--- config.mk ---
export PLATFORM = sky130hd
export DESIGN_NAME = multiplexed_seven_segment_scanner_flat
export DESIGN_NICKNAME = d
export VERILOG_FILES = /design/src/rtl/msc_pkg.sv /design/src/rtl/msc_req_if.sv /design/src/rtl/msc_rsp_if.sv /design/src/rtl/msc_bcd.sv /design/src/rtl/multiplexed_seven_segment_scanner.sv /design/src/flat_wrapper.sv
export SDC_FILE = /design/constraint.sdc
export NUM_CORES = 1
export LEC_CHECK = 0
export ABC_AREA = 1
export ABC_CLOCK_PERIOD_IN_PS = 2000
export BUFFER_PORTS_ARGS = -buffer_cell sky130_fd_sc_hd__clkbuf_2
export CAP_MARGIN = 15
export CELL_PAD_IN_SITES_DETAIL_PLACEMENT = 0
export CELL_PAD_IN_SITES_GLOBAL_PLACEMENT = 1
export CORE_MARGIN = 5
export CORE_UTILIZATION = 40
export DETAILED_ROUTE_END_ITERATION = 8
export PLACE_DENSITY_LB_ADDON = 0.1
export RECOVER_POWER = 50
export SYNTH_ARGS = -nofsm -noshare
export SYNTH_HDL_FRONTEND = slang
export SYNTH_SLANG_ARGS = --single-unit
--- constraint.sdc ---
create_clock -name clock -period 2 [get_ports clock]
set_input_delay 0.5 -clock clock [delete_from_list [all_inputs] [get_ports clock]]
set_output_delay 0.5 -clock clock [all_outputs]
set_load 0.005 [all_outputs]
--- src/rtl/msc_pkg.sv ---
`timescale 1ns / 1ps
// ----------------------------------------------------------------------------
// msc_pkg
// Shared types, field widths and the seven-segment code table for the
// multiplexed seven-segment scanner.
// ----------------------------------------------------------------------------
package msc_pkg;

   // fixed payload widths
   localparam int unsigned ValueWidth   = 32;
   localparam int unsigned LineWidth    = 3;
   localparam int unsigned SegWidth     = 7;
   localparam int unsigned BcdDigitBits = 4;

   // scanner control states, one-hot
   typedef enum logic [2:0] {
      ST_IDLE = 3'b001,
      ST_CONV = 3'b010,
      ST_EMIT = 3'b100
   } msc_state_type;

   // segment pattern of one decimal digit, bit i drives segment i
   function automatic logic [SegWidth-1:0] seg_code(input logic [BcdDigitBits-1:0] digit);
      logic [SegWidth-1:0] code;
      case (digit)
         4'd0:    code = 7'h77;
         4'd1:    code = 7'h24;
         4'd2:    code = 7'h5D;
         4'd3:    code = 7'h6D;
         4'd4:    code = 7'h2E;
         4'd5:    code = 7'h6B;
         4'd6:    code = 7'h7B;
         4'd7:    code = 7'h25;
         4'd8:    code = 7'h7F;
         4'd9:    code = 7'h6F;
         default: code = '0;
      endcase
      return code;
   endfunction

endpackage

--- src/rtl/msc_req_if.sv ---
`timescale 1ns / 1ps
// ----------------------------------------------------------------------------
// msc_req_if
// Scan tick channel: valid/ready handshake carrying the number to display.
// ----------------------------------------------------------------------------
interface msc_req_if;
   logic                            valid;
   logic                            ready;
   logic [msc_pkg::ValueWidth-1:0]  shown_value;

   modport source (output valid, output shown_value, input ready);
   modport sink   (input valid, input shown_value, output ready);
endinterface

--- src/rtl/msc_rsp_if.sv ---
`timescale 1ns / 1ps
// ----------------------------------------------------------------------------
// msc_rsp_if
// Result channel: valid/ready handshake carrying line index and segments.
// ----------------------------------------------------------------------------
interface msc_rsp_if;
   logic                           valid;
   logic                           ready;
   logic [msc_pkg::LineWidth-1:0]  line_select;
   logic [msc_pkg::SegWidth-1:0]   segment_drive;

   modport source (output valid, output line_select, output segment_drive, input ready);
   modport sink   (input valid, input line_select, input segment_drive, output ready);
endinterface

--- src/rtl/msc_bcd.sv ---
`timescale 1ns / 1ps
// ----------------------------------------------------------------------------
// msc_bcd
// Bit-serial binary to BCD converter (shift and add-3), one input bit per
// cycle; keeps only the low DIGIT_COUNT decimal digits.
// ----------------------------------------------------------------------------
module msc_bcd #(
   parameter int unsigned DIGIT_COUNT = 5
) (
   input  logic                                          clock,
   input  logic                                          reset,
   input  logic                                          start,
   input  logic [msc_pkg::ValueWidth-1:0]                value,
   output logic                                          done,
   output logic [DIGIT_COUNT*msc_pkg::BcdDigitBits-1:0]  digits
);

   localparam int unsigned BcdWidth = DIGIT_COUNT * msc_pkg::BcdDigitBits;
   localparam int unsigned CountW   = $clog2(msc_pkg::ValueWidth);

   logic [msc_pkg::ValueWidth-1:0] bin_ff, bin_in;
   logic [BcdWidth-1:0]            bcd_ff, bcd_in;
   logic [CountW-1:0]              count_ff, count_in;
   logic                           busy_ff, busy_in;
   logic                           done_ff, done_in;
   logic [BcdWidth-1:0]            adjusted;

   // add 3 to every digit of five or more before the shift
   always_comb begin
      for (int k = 0; k < DIGIT_COUNT; k++) begin
         if (bcd_ff[k*msc_pkg::BcdDigitBits +: msc_pkg::BcdDigitBits] >= 4'd5) begin
            adjusted[k*msc_pkg::BcdDigitBits +: msc_pkg::BcdDigitBits] =
               bcd_ff[k*msc_pkg::BcdDigitBits +: msc_pkg::BcdDigitBits] + 4'd3;
         end else begin
            adjusted[k*msc_pkg::BcdDigitBits +: msc_pkg::BcdDigitBits] =
               bcd_ff[k*msc_pkg::BcdDigitBits +: msc_pkg::BcdDigitBits];
         end
      end
   end

   // sequencing: load, then one shift per cycle
   always_comb begin
      bin_in   = bin_ff;
      bcd_in   = bcd_ff;
      count_in = count_ff;
      busy_in  = busy_ff;
      done_in  = 1'b0;
      if (start) begin
         bin_in   = value;
         bcd_in   = '0;
         count_in = '0;
         busy_in  = 1'b1;
      end else if (busy_ff) begin
         // digits shifted out of the top are dropped: value mod 10^DIGIT_COUNT
         bcd_in   = {adjusted[BcdWidth-2:0], bin_ff[msc_pkg::ValueWidth-1]};
         bin_in   = {bin_ff[msc_pkg::ValueWidth-2:0], 1'b0};
         count_in = count_ff + 1'b1;
         if (count_ff == CountW'(msc_pkg::ValueWidth - 1)) begin
            busy_in = 1'b0;
            done_in = 1'b1;
         end
      end
   end

   always_ff @(posedge clock) begin
      if (reset) begin
         busy_ff  <= 1'b0;
         done_ff  <= 1'b0;
         count_ff <= '0;
      end else begin
         busy_ff  <= busy_in;
         done_ff  <= done_in;
         count_ff <= count_in;
      end
   end

   // payload shift registers
   always_ff @(posedge clock) begin
      bin_ff <= bin_in;
      bcd_ff <= bcd_in;
   end

   assign done   = done_ff;
   assign digits = bcd_ff;

endmodule

--- src/rtl/multiplexed_seven_segment_scanner.sv ---
`timescale 1ns / 1ps
// ----------------------------------------------------------------------------
// multiplexed_seven_segment_scanner
// Scans a multiplexed seven-segment display: each tick steps the line index
// and returns that line's segment pattern; a frame start converts the value.
// ----------------------------------------------------------------------------
//  channel    direction  handshake      payload
//  req_chan   in         valid/ready    shown_value[31:0]
//  rsp_chan   out        valid/ready    line_select[2:0], segment_drive[6:0]
//  csr_*      in         write enable   csr_wr_data (display_enable)
//
// A tick that wraps the line index to 0 first runs the bit-serial BCD
// converter on its value and then hands off; other ticks go straight to hand-off.
// Ticks while disabled are taken and give no item.
// Synchronous reset clears line index, enable and the frame-loaded flag.
// A held result register lets the next tick be taken while a result waits.
// ----------------------------------------------------------------------------
module multiplexed_seven_segment_scanner #(
   parameter int unsigned LINE_COUNT  = 6,
   parameter int unsigned DIGIT_COUNT = 5
) (
   input  logic        clock,
   input  logic        reset,
   msc_req_if.sink     req_chan,
   msc_rsp_if.source   rsp_chan,
   input  logic        csr_wr_en,
   input  logic        csr_wr_data
);

   localparam int unsigned IdxW     = $clog2(LINE_COUNT);
   localparam int unsigned BcdWidth = DIGIT_COUNT * msc_pkg::BcdDigitBits;

   msc_pkg::msc_state_type          state_ff, state_in;
   logic [IdxW-1:0]                 idx_ff, idx_in;
   logic                            enable_ff;
   logic                            filled_ff, filled_in;
   logic                            rsp_valid_ff, rsp_valid_in;
   logic [msc_pkg::LineWidth-1:0]   line_ff;
   logic [msc_pkg::SegWidth-1:0]    seg_ff, seg_value;
   logic                            load_rsp;
   logic                            conv_start;
   logic                            conv_done;
   logic                            accept;
   logic [BcdWidth-1:0]             digits;
   logic [msc_pkg::BcdDigitBits-1:0] line_digit;
   logic                            line_has_digit;

   // serial decimal conversion of the frame value
   msc_bcd #(
      .DIGIT_COUNT (DIGIT_COUNT)
   ) u_bcd (
      .clock  (clock),
      .reset  (reset),
      .start  (conv_start),
      .value  (req_chan.shown_value),
      .done   (conv_done),
      .digits (digits)
   );

   assign req_chan.ready = (state_ff == msc_pkg::ST_IDLE);
   assign accept         = req_chan.valid && req_chan.ready;

   // digit for the current line, most significant digit on line 0
   always_comb begin
      line_digit     = '0;
      line_has_digit = 1'b0;
      for (int k = 0; k < DIGIT_COUNT; k++) begin
         if (int'(idx_ff) == k) begin
            line_digit     = digits[(DIGIT_COUNT-1-k)*msc_pkg::BcdDigitBits +:
                                    msc_pkg::BcdDigitBits];
            line_has_digit = 1'b1;
         end
      end
      seg_value = (filled_ff && line_has_digit) ? msc_pkg::seg_code(line_digit) : '0;
   end

   // tick sequencing
   always_comb begin
      state_in   = state_ff;
      idx_in     = idx_ff;
      filled_in  = filled_ff;
      conv_start = 1'b0;
      load_rsp   = 1'b0;
      case (state_ff)
         msc_pkg::ST_IDLE: begin
            if (accept && enable_ff) begin
               if (idx_ff == IdxW'(LINE_COUNT - 1)) begin
                  idx_in     = '0;
                  conv_start = 1'b1;
                  filled_in  = 1'b1;
                  state_in   = msc_pkg::ST_CONV;
               end else begin
                  idx_in   = idx_ff + 1'b1;
                  state_in = msc_pkg::ST_EMIT;
               end
            end
         end
         msc_pkg::ST_CONV: begin
            if (conv_done) begin
               state_in = msc_pkg::ST_EMIT;
            end
         end
         msc_pkg::ST_EMIT: begin
            if (!rsp_valid_ff || rsp_chan.ready) begin
               load_rsp = 1'b1;
               state_in = msc_pkg::ST_IDLE;
            end
         end
         default: begin
            state_in = msc_pkg::ST_IDLE;
         end
      endcase
   end

   // result register valid
   always_comb begin
      if (load_rsp) begin
         rsp_valid_in = 1'b1;
      end else if (rsp_chan.ready) begin
         rsp_valid_in = 1'b0;
      end else begin
         rsp_valid_in = rsp_valid_ff;
      end
   end

   always_ff @(posedge clock) begin
      if (reset) begin
         state_ff     <= msc_pkg::ST_IDLE;
         idx_ff       <= '0;
         enable_ff    <= 1'b0;
         filled_ff    <= 1'b0;
         rsp_valid_ff <= 1'b0;
      end else begin
         state_ff     <= state_in;
         idx_ff       <= idx_in;
         filled_ff    <= filled_in;
         rsp_valid_ff <= rsp_valid_in;
         if (csr_wr_en) begin
            enable_ff <= csr_wr_data;
         end
      end
   end

   // result payload
   always_ff @(posedge clock) begin
      if (load_rsp) begin
         line_ff <= msc_pkg::LineWidth'(idx_ff);
         seg_ff  <= seg_value;
      end
   end

   assign rsp_chan.valid         = rsp_valid_ff;
   assign rsp_chan.line_select   = line_ff;
   assign rsp_chan.segment_drive = seg_ff;

endmodule

--- src/flat_wrapper.sv ---
// flat-port wrapper written by rule: the top's interface ports become plain ports
module multiplexed_seven_segment_scanner_flat 
#(
   parameter int unsigned LINE_COUNT  = 6,
   parameter int unsigned DIGIT_COUNT = 5
)
  (clock, reset, csr_wr_en, csr_wr_data, req_chan_valid, req_chan_shown_value, req_chan_ready, rsp_chan_valid, rsp_chan_line_select, rsp_chan_segment_drive, rsp_chan_ready);
  msc_req_if req_chan_i ();
  msc_rsp_if rsp_chan_i ();
  input  logic clock;
  input  logic reset;
  input  logic csr_wr_en;
  input  logic csr_wr_data;
  input wire logic [$bits(req_chan_i.valid)-1:0] req_chan_valid;
  input wire logic [$bits(req_chan_i.shown_value)-1:0] req_chan_shown_value;
  output wire logic [$bits(req_chan_i.ready)-1:0] req_chan_ready;
  output wire logic [$bits(rsp_chan_i.valid)-1:0] rsp_chan_valid;
  output wire logic [$bits(rsp_chan_i.line_select)-1:0] rsp_chan_line_select;
  output wire logic [$bits(rsp_chan_i.segment_drive)-1:0] rsp_chan_segment_drive;
  input wire logic [$bits(rsp_chan_i.ready)-1:0] rsp_chan_ready;
  assign req_chan_i.valid = req_chan_valid;
  assign req_chan_i.shown_value = req_chan_shown_value;
  assign req_chan_ready = req_chan_i.ready;
  assign rsp_chan_valid = rsp_chan_i.valid;
  assign rsp_chan_line_select = rsp_chan_i.line_select;
  assign rsp_chan_segment_drive = rsp_chan_i.segment_drive;
  assign rsp_chan_i.ready = rsp_chan_ready;
  multiplexed_seven_segment_scanner #(.LINE_COUNT(LINE_COUNT), .DIGIT_COUNT(DIGIT_COUNT)) u_core (.clock(clock), .reset(reset), .req_chan(req_chan_i), .rsp_chan(rsp_chan_i), .csr_wr_en(csr_wr_en), .csr_wr_data(csr_wr_data));
endmodule
# == Word level (Yosys, flattened, before mapping) ==
# Memories as Yosys holds them, arrays and structs flattened. A register that Yosys moved wholly into a read port is not among the register bits.
# Cells that the tools add are included.
# word_totals
input_bits,38
register_bits,71
memories,1
mem_bits_ro,112
output_inout_bits,12
# op_classes
n_lt_le_gt_ge,5
addsub,7
eq_ne,12
n_mux,34
reduce_logical,14
bitwise,1
# mem_list
memory,depth,width,read_ports,rd_clocked_by_memory_dff,write_ports,line,rtl
(name not given),16,7,1,1,0,msc_pkg.sv:25,case (digit)
# ops
op,n
two-way mux 32 bit,2
two-way mux 4 bit,9
>= comparator 4 x 3 -> 1 bit (second input constant),5
two-way mux 3 bit,6
adder 4 x 2 -> 4 bit (second input constant),4
two-way mux 1 bit,16
== test 3 bit (second input constant),5
one-hot mux 3 bit (3 select lines),1
== test 3 x 2 -> 1 bit (second input constant),2
AND reduction 3 bit,2
adder 5 x 1 -> 5 bit (second input constant),1
== test 5 bit (second input constant),1
inequality test 2 bit (second input constant),2
nonzero test 2 bit,2
adder 3 x 1 -> 3 bit (second input constant),1
adder 3 x 2 -> 3 bit (second input constant),1
== test 3 x 1 -> 1 bit (second input constant),1
logical AND 1 bit,3
logical NOT 3 bit,1
OR reduction 3 bit,1
logical NOT 1 bit,2
inequality test 2 x 1 -> 1 bit (second input constant),1
AND reduction 2 bit,1
OR reduction 2 bit,1
2 further kinds,2

# == Depth between registers and ports, before layout ==
# depth
word_depth,8
mapped_depth,14
mapped_depth_nobuf,13

# == Modules after synthesis ==
# A second synthesis with hierarchy kept.
# hier_totals
hier_cells,499
area_unflattened_um2,3976.3
# by_module_without_submodules
module,cells_each,area_each_um2,seq_area_each_um2,instances
msc_bcd,338,2760.1,1501.4,1
multiplexed_seven_segment_scanner,161,1216.2,480.5,1

# == Worst setup path before layout ==
# No wires, ideal clock.
# synth_timing
path_kind,register to register
from,reg u_core.idx_ff[2]
to,"reg u_core.seg_ff, in the netlist u_core.rsp_chan.segment_drive[6], data pin"
setup_slack_ps,-172
arrival_ps,1920
setup_time_ps,252
synth_period_minus_slack_ps,2172
path_buffers,1
path_stages_with_launch,12
path_cell_list,dfxtp_1 > inv_2 > buf_6 > ha_1 > a21oi_2 > o21ai_1 > o21ai_4 > inv_1 > ha_1 > a21boi_0 > nor2_1 > nor2_1
# synth_between
elab_chain_cells,8
word_cells_on_any_way,17
cone_classes,eq/ne: 4; mux: 10; reduce/logical: 3
# synth_lines
item,line,rtl
from (decl),multiplexed_seven_segment_scanner.sv:34,"logic [IdxW-1:0] idx_ff, idx_in;"
from (signal assigned),multiplexed_seven_segment_scanner.sv:135,idx_ff <= idx_in;
logical NOT 3 bit,multiplexed_seven_segment_scanner.sv:68,if (int'(idx_ff) == k) begin
two-way mux 1 bit (5 in a row),multiplexed_seven_segment_scanner.sv:68,
logical AND 1 bit,multiplexed_seven_segment_scanner.sv:74,seg_value = (filled_ff && line_has_digit) ? msc_pkg::seg_code(line_digit) : '0;
logical NOT 1 bit (no line),n/a,
to (decl),multiplexed_seven_segment_scanner.sv:39,"logic [msc_pkg::SegWidth-1:0] seg_ff, seg_value;"
# Parallel ways exist; a longest one is shown, timed or not.
# A chain may end at the register's enable or synchronous reset.

# == Worst setup path after layout ==
# layout_timing
from,reg u_core.idx_ff[1]
to,"reg u_core.seg_ff, in the netlist u_core.rsp_chan.segment_drive[6], data pin"
# Same word-level chain as after synthesis.

==> impl_metrics.toml <==
[synth]
synth-compound-area-share_pct = 13.3
synthAdderAreaFrac_pct = 5.90
yosysMostFrequentCell = "nand2_1"
syn_avg_cell_area_um2 = 8.71
synth_edf_count = 42
synthArstFlopShare_pct = 0
syn-cell-area_mm2 = 0.00403
synth_nets = 520
synthMuxAreaShare_pct = 0
yosysWarnings = 0
synth_area_leader_cell = "edfxtp_1"
synth_commonest_cells = "nand2_1, inv_1, edfxtp_1, dfxtp_1, nor2_1"
synth_ff_type = "edfxtp_1"
synth-seq-cells = 78
synth_xor_area_share_pct = 1.74
synth-seq-area-share_pct = 49.2
synth-simple-area-share_pct = 22.0
yosysUniqueCellTypes = 38
synthCells = 463
synth_top_family_by_area = "simple AND/OR/NAND/NOR gates"
synth_top_area_share_pct = 31.3
ys_top_cells_by_area = "edfxtp_1, dfxtp_1, nand2_1"

[sta]
min_period_ns = 1.91
finalHoldViolations = 0
final.period_utilization_pct = 95.3
fin_setup_tns_ns = 0
worstMarginPinSlew_ns = 0.725
maxSlewViolCount = 0
max_slew_margin_pct = 51.6
rsz0062_at_grt = "yes"
skew_ns = 0.00930
fmax_ghz = 0.525
finalSetupViolCount = 0

[finish]
area_growth_pct = 18.5
drive_above_1_share_pct = 25.8
nets = 590
antenna-diode-count = 0
post-route-util_pct = 48.6

[worst_setup_path]
critPathKind = "flop to flop"
required_ns = 2.12
cp-startpoint = "u_core.idx_ff[1]$_SDFFE_PP0P_"
crit_path_end = "u_core.rsp_chan.segment_drive[6]$_SDFFCE_PN0P_"
crit_top_cell = "nor2_1"
r2r_end = "u_core.rsp_chan.segment_drive[6]$_SDFFCE_PN0P_"
rrSetupSlack_ns = 0.09
cp_slowest_stage_delay_ns = 0.37
reg2reg_depth = 11
end_kind = "flop"
crit_fanout = 5
cpLargestDelayFamily = "compound AO/OA/AOI/OAI gates"
crit_chain = "nand2_1, inv_2, ha_4, a21oi_4, o21ai_2, o21ai_4, inv_1, ha_1, a21boi_0, nor2_1, nor2_1"
critical_path_arrival_ns = 2.03
critPathLaunchType = "flop"
critPathSlowestCell = "dfxtp_4"
crit_buf_inv = 2
path_depth = 11
r2r-start = "u_core.idx_ff[1]$_SDFFE_PP0P_"

[power_and_ir_drop]
power_density_mw_per_mm2 = 840
power_frac_clock_pct = 25.8
sequentialPowerShare_pct = 47.4
power_leakage_nw = 2.16
p_sw_share_pct = 33.0
pwr-share-comb_pct = 26.9
internal_power_w = 0.00269
peakVddDrop_v = 0.000362
power.switching_w = 0.00132

[floorplanning]
die-area_mm2 = 0.0122
floorplan.die.height_um = 110
die_w_um = 110
io_pins = 50
start_util_pct = 41.1
core_area_mm2 = 0.00982
row_count = 36

[grt]
grtUsageTotal_pct = 15.3
grt_pass1_vias = 3171
antenna_found_initial = 0
grt_start_max_net_pins = 39
gr-total-overflow = 0
grt_pass1_wl_mm = 14.3

[placement]
place.detailed.hpwl_mm = 6.03
routabilityCongestion = 0.800
io_buffers = 49

[cts]
clockBufferDepth = 2
clkLatencyLatePin_ns = 0.36
cts-root-buf = "clkbuf_8"
cts_tree = "done"
clock-sinks = 78
htree_levels = 3
numCtsBuffers = 9
clkTransAtPathRegs_ns = 0.08

[drt]
drt-pass1-iter-count = 4
routedWlPerCell_um = 12.4
first_iter_violations = 111
vias = 3131
routed_via_density = 4.67
routed_wirelength_mm = 8.34
drc = 0
postRouteAntennaNets = 0

[min_path]
hp-class = "input pin to flop"
holdPathStages = 2

[status]
status = "finished, final reports clean"

[job]
maxCapViolations = 0
-- registers in the layout, summed over array words and instances (netlist names) --
| signal | count |
|---|---|
| u_core.enable_ff | 1 |
| u_core.filled_ff | 1 |
| u_core.idx_ff | 3 |
| u_core.rsp_chan.line_select | 3 |
| u_core.rsp_chan.segment_drive | 7 |
| u_core.rsp_chan.valid | 1 |
| u_core.state_ff | 3 |
| u_core.u_bcd.bin_ff | 32 |
| u_core.u_bcd.busy_ff | 1 |
| u_core.u_bcd.count_ff | 5 |
| u_core.u_bcd.digits | 20 |
| u_core.u_bcd.done | 1 |
-- per-layer routing --
metal	up-vias	GRT usage [%]	share of wire (%)
met5	-	0	0
li1	1660	-	-
met2	57	24.7	47
met3	13	2.68	3.4
met4	0	7.83	2.0
met1	1401	19.6	48
-- placed cells by master, fill, tap and decap left out, drive strengths merged, types with 3 or more instances in the layout --
| cell | synthesis | routed |
|---|---|---|
| a21oi | 25 | 25 |
| a22oi | 5 | 5 |
| buf | 12 | 23 |
| clkbuf | 1 | 59 |
| clkinv | 0 | 4 |
| dfxtp | 36 | 36 |
| edfxtp | 42 | 42 |
| ha | 19 | 19 |
| inv | 61 | 61 |
| nand2 | 133 | 133 |
| nand3 | 22 | 22 |
| nand4 | 4 | 4 |
| nor2 | 38 | 38 |
| nor3 | 3 | 3 |
| o211ai | 5 | 5 |
| o21ai | 33 | 33 |
| o31ai | 8 | 8 |
| xor2 | 8 | 8 |
-- what timing repair did --
item                       in CTS  in global routing
hold buffers                    0                  0
pin swaps                       0                  2
hold endpoints to repair        0                  0
gates resized for setup         1                 12
setup buffers                   0                  1
setup endpoints to repair       1                 21
-- layout make-up --
class / instances / area, um^2
inverters: 61 / 231
clock inverters: 6 / 38.8
fillers: 1020 / 5040
flip-flops and latches: 78 / 1990
well taps: 133 / 166
clock buffers: 10 / 128
repair buffers: 72 / 443
multi-input cells: 311 / 1780
-- power by group through the flow --
| stage | logic (W) | clock network (W) | registers [W] |
|---|---|---|---|
| 2_1_floorplan | 0.000758 | 0 | 0.00191 |
| 3_3_place_gp | 0.00106 | 0 | 0.00193 |
| 3_5_place_dp | 0.00105 | 0 | 0.00193 |
| 4_1_cts | 0.00106 | 0.00109 | 0.00190 |
| 5_1_grt | 0.00124 | 0.00116 | 0.00192 |
| 6_report | 0.00108 | 0.00103 | 0.00190 |
-- logic make-up (layout without fill, tap and decap cells) --
| family | Yosys count | in the layout |
|---|---|---|
| fa+ha+maj | 19 | 19 |
| buf+inv | 74 | 149 |
| xor+xnor | 8 | 8 |
| flops | 78 | 78 |
| simple gates | 202 | 202 |
| compound gates | 82 | 82 |
-- worst min path at each step --
stage,endpoint,from,slack [ns]
floorplan,u_core.rsp_chan.line_select[1]$_DFFE_PP_,u_core.idx_ff[1]$_SDFFE_PP0P_,0.41
global placement,u_core.u_bcd.digits[0]$_SDFFE_PP0P_,u_core.u_bcd.bin_ff[31]$_DFFE_PP_,0.44
detailed placement,u_core.u_bcd.digits[0]$_SDFFE_PP0P_,u_core.u_bcd.bin_ff[31]$_DFFE_PP_,0.44
CTS,u_core.enable_ff$_SDFFE_PP0P_,csr_wr_en,0.30
global route,u_core.enable_ff$_SDFFE_PP0P_,csr_wr_en,0.33
finish,u_core.enable_ff$_SDFFE_PP0P_,csr_wr_en,0.33
-- metrics by stage --
step	instances	total power [W]	setup slack (ns)	instance area [um^2]	hold slack (ns)
2_1_floorplan	463	0.00267	-0.00829	4070	0.409
3_3_place_gp	654	0.00299	0.0564	4580	0.436
3_5_place_dp	654	0.00298	0.0155	4580	0.442
4_1_cts	670	0.00405	0.0139	4750	0.302
5_1_grt	671	0.00432	-0.00807	4780	0.328
6_report	671	0.00401	0.0937	4780	0.325
Power figures use the tool's default switching activity.
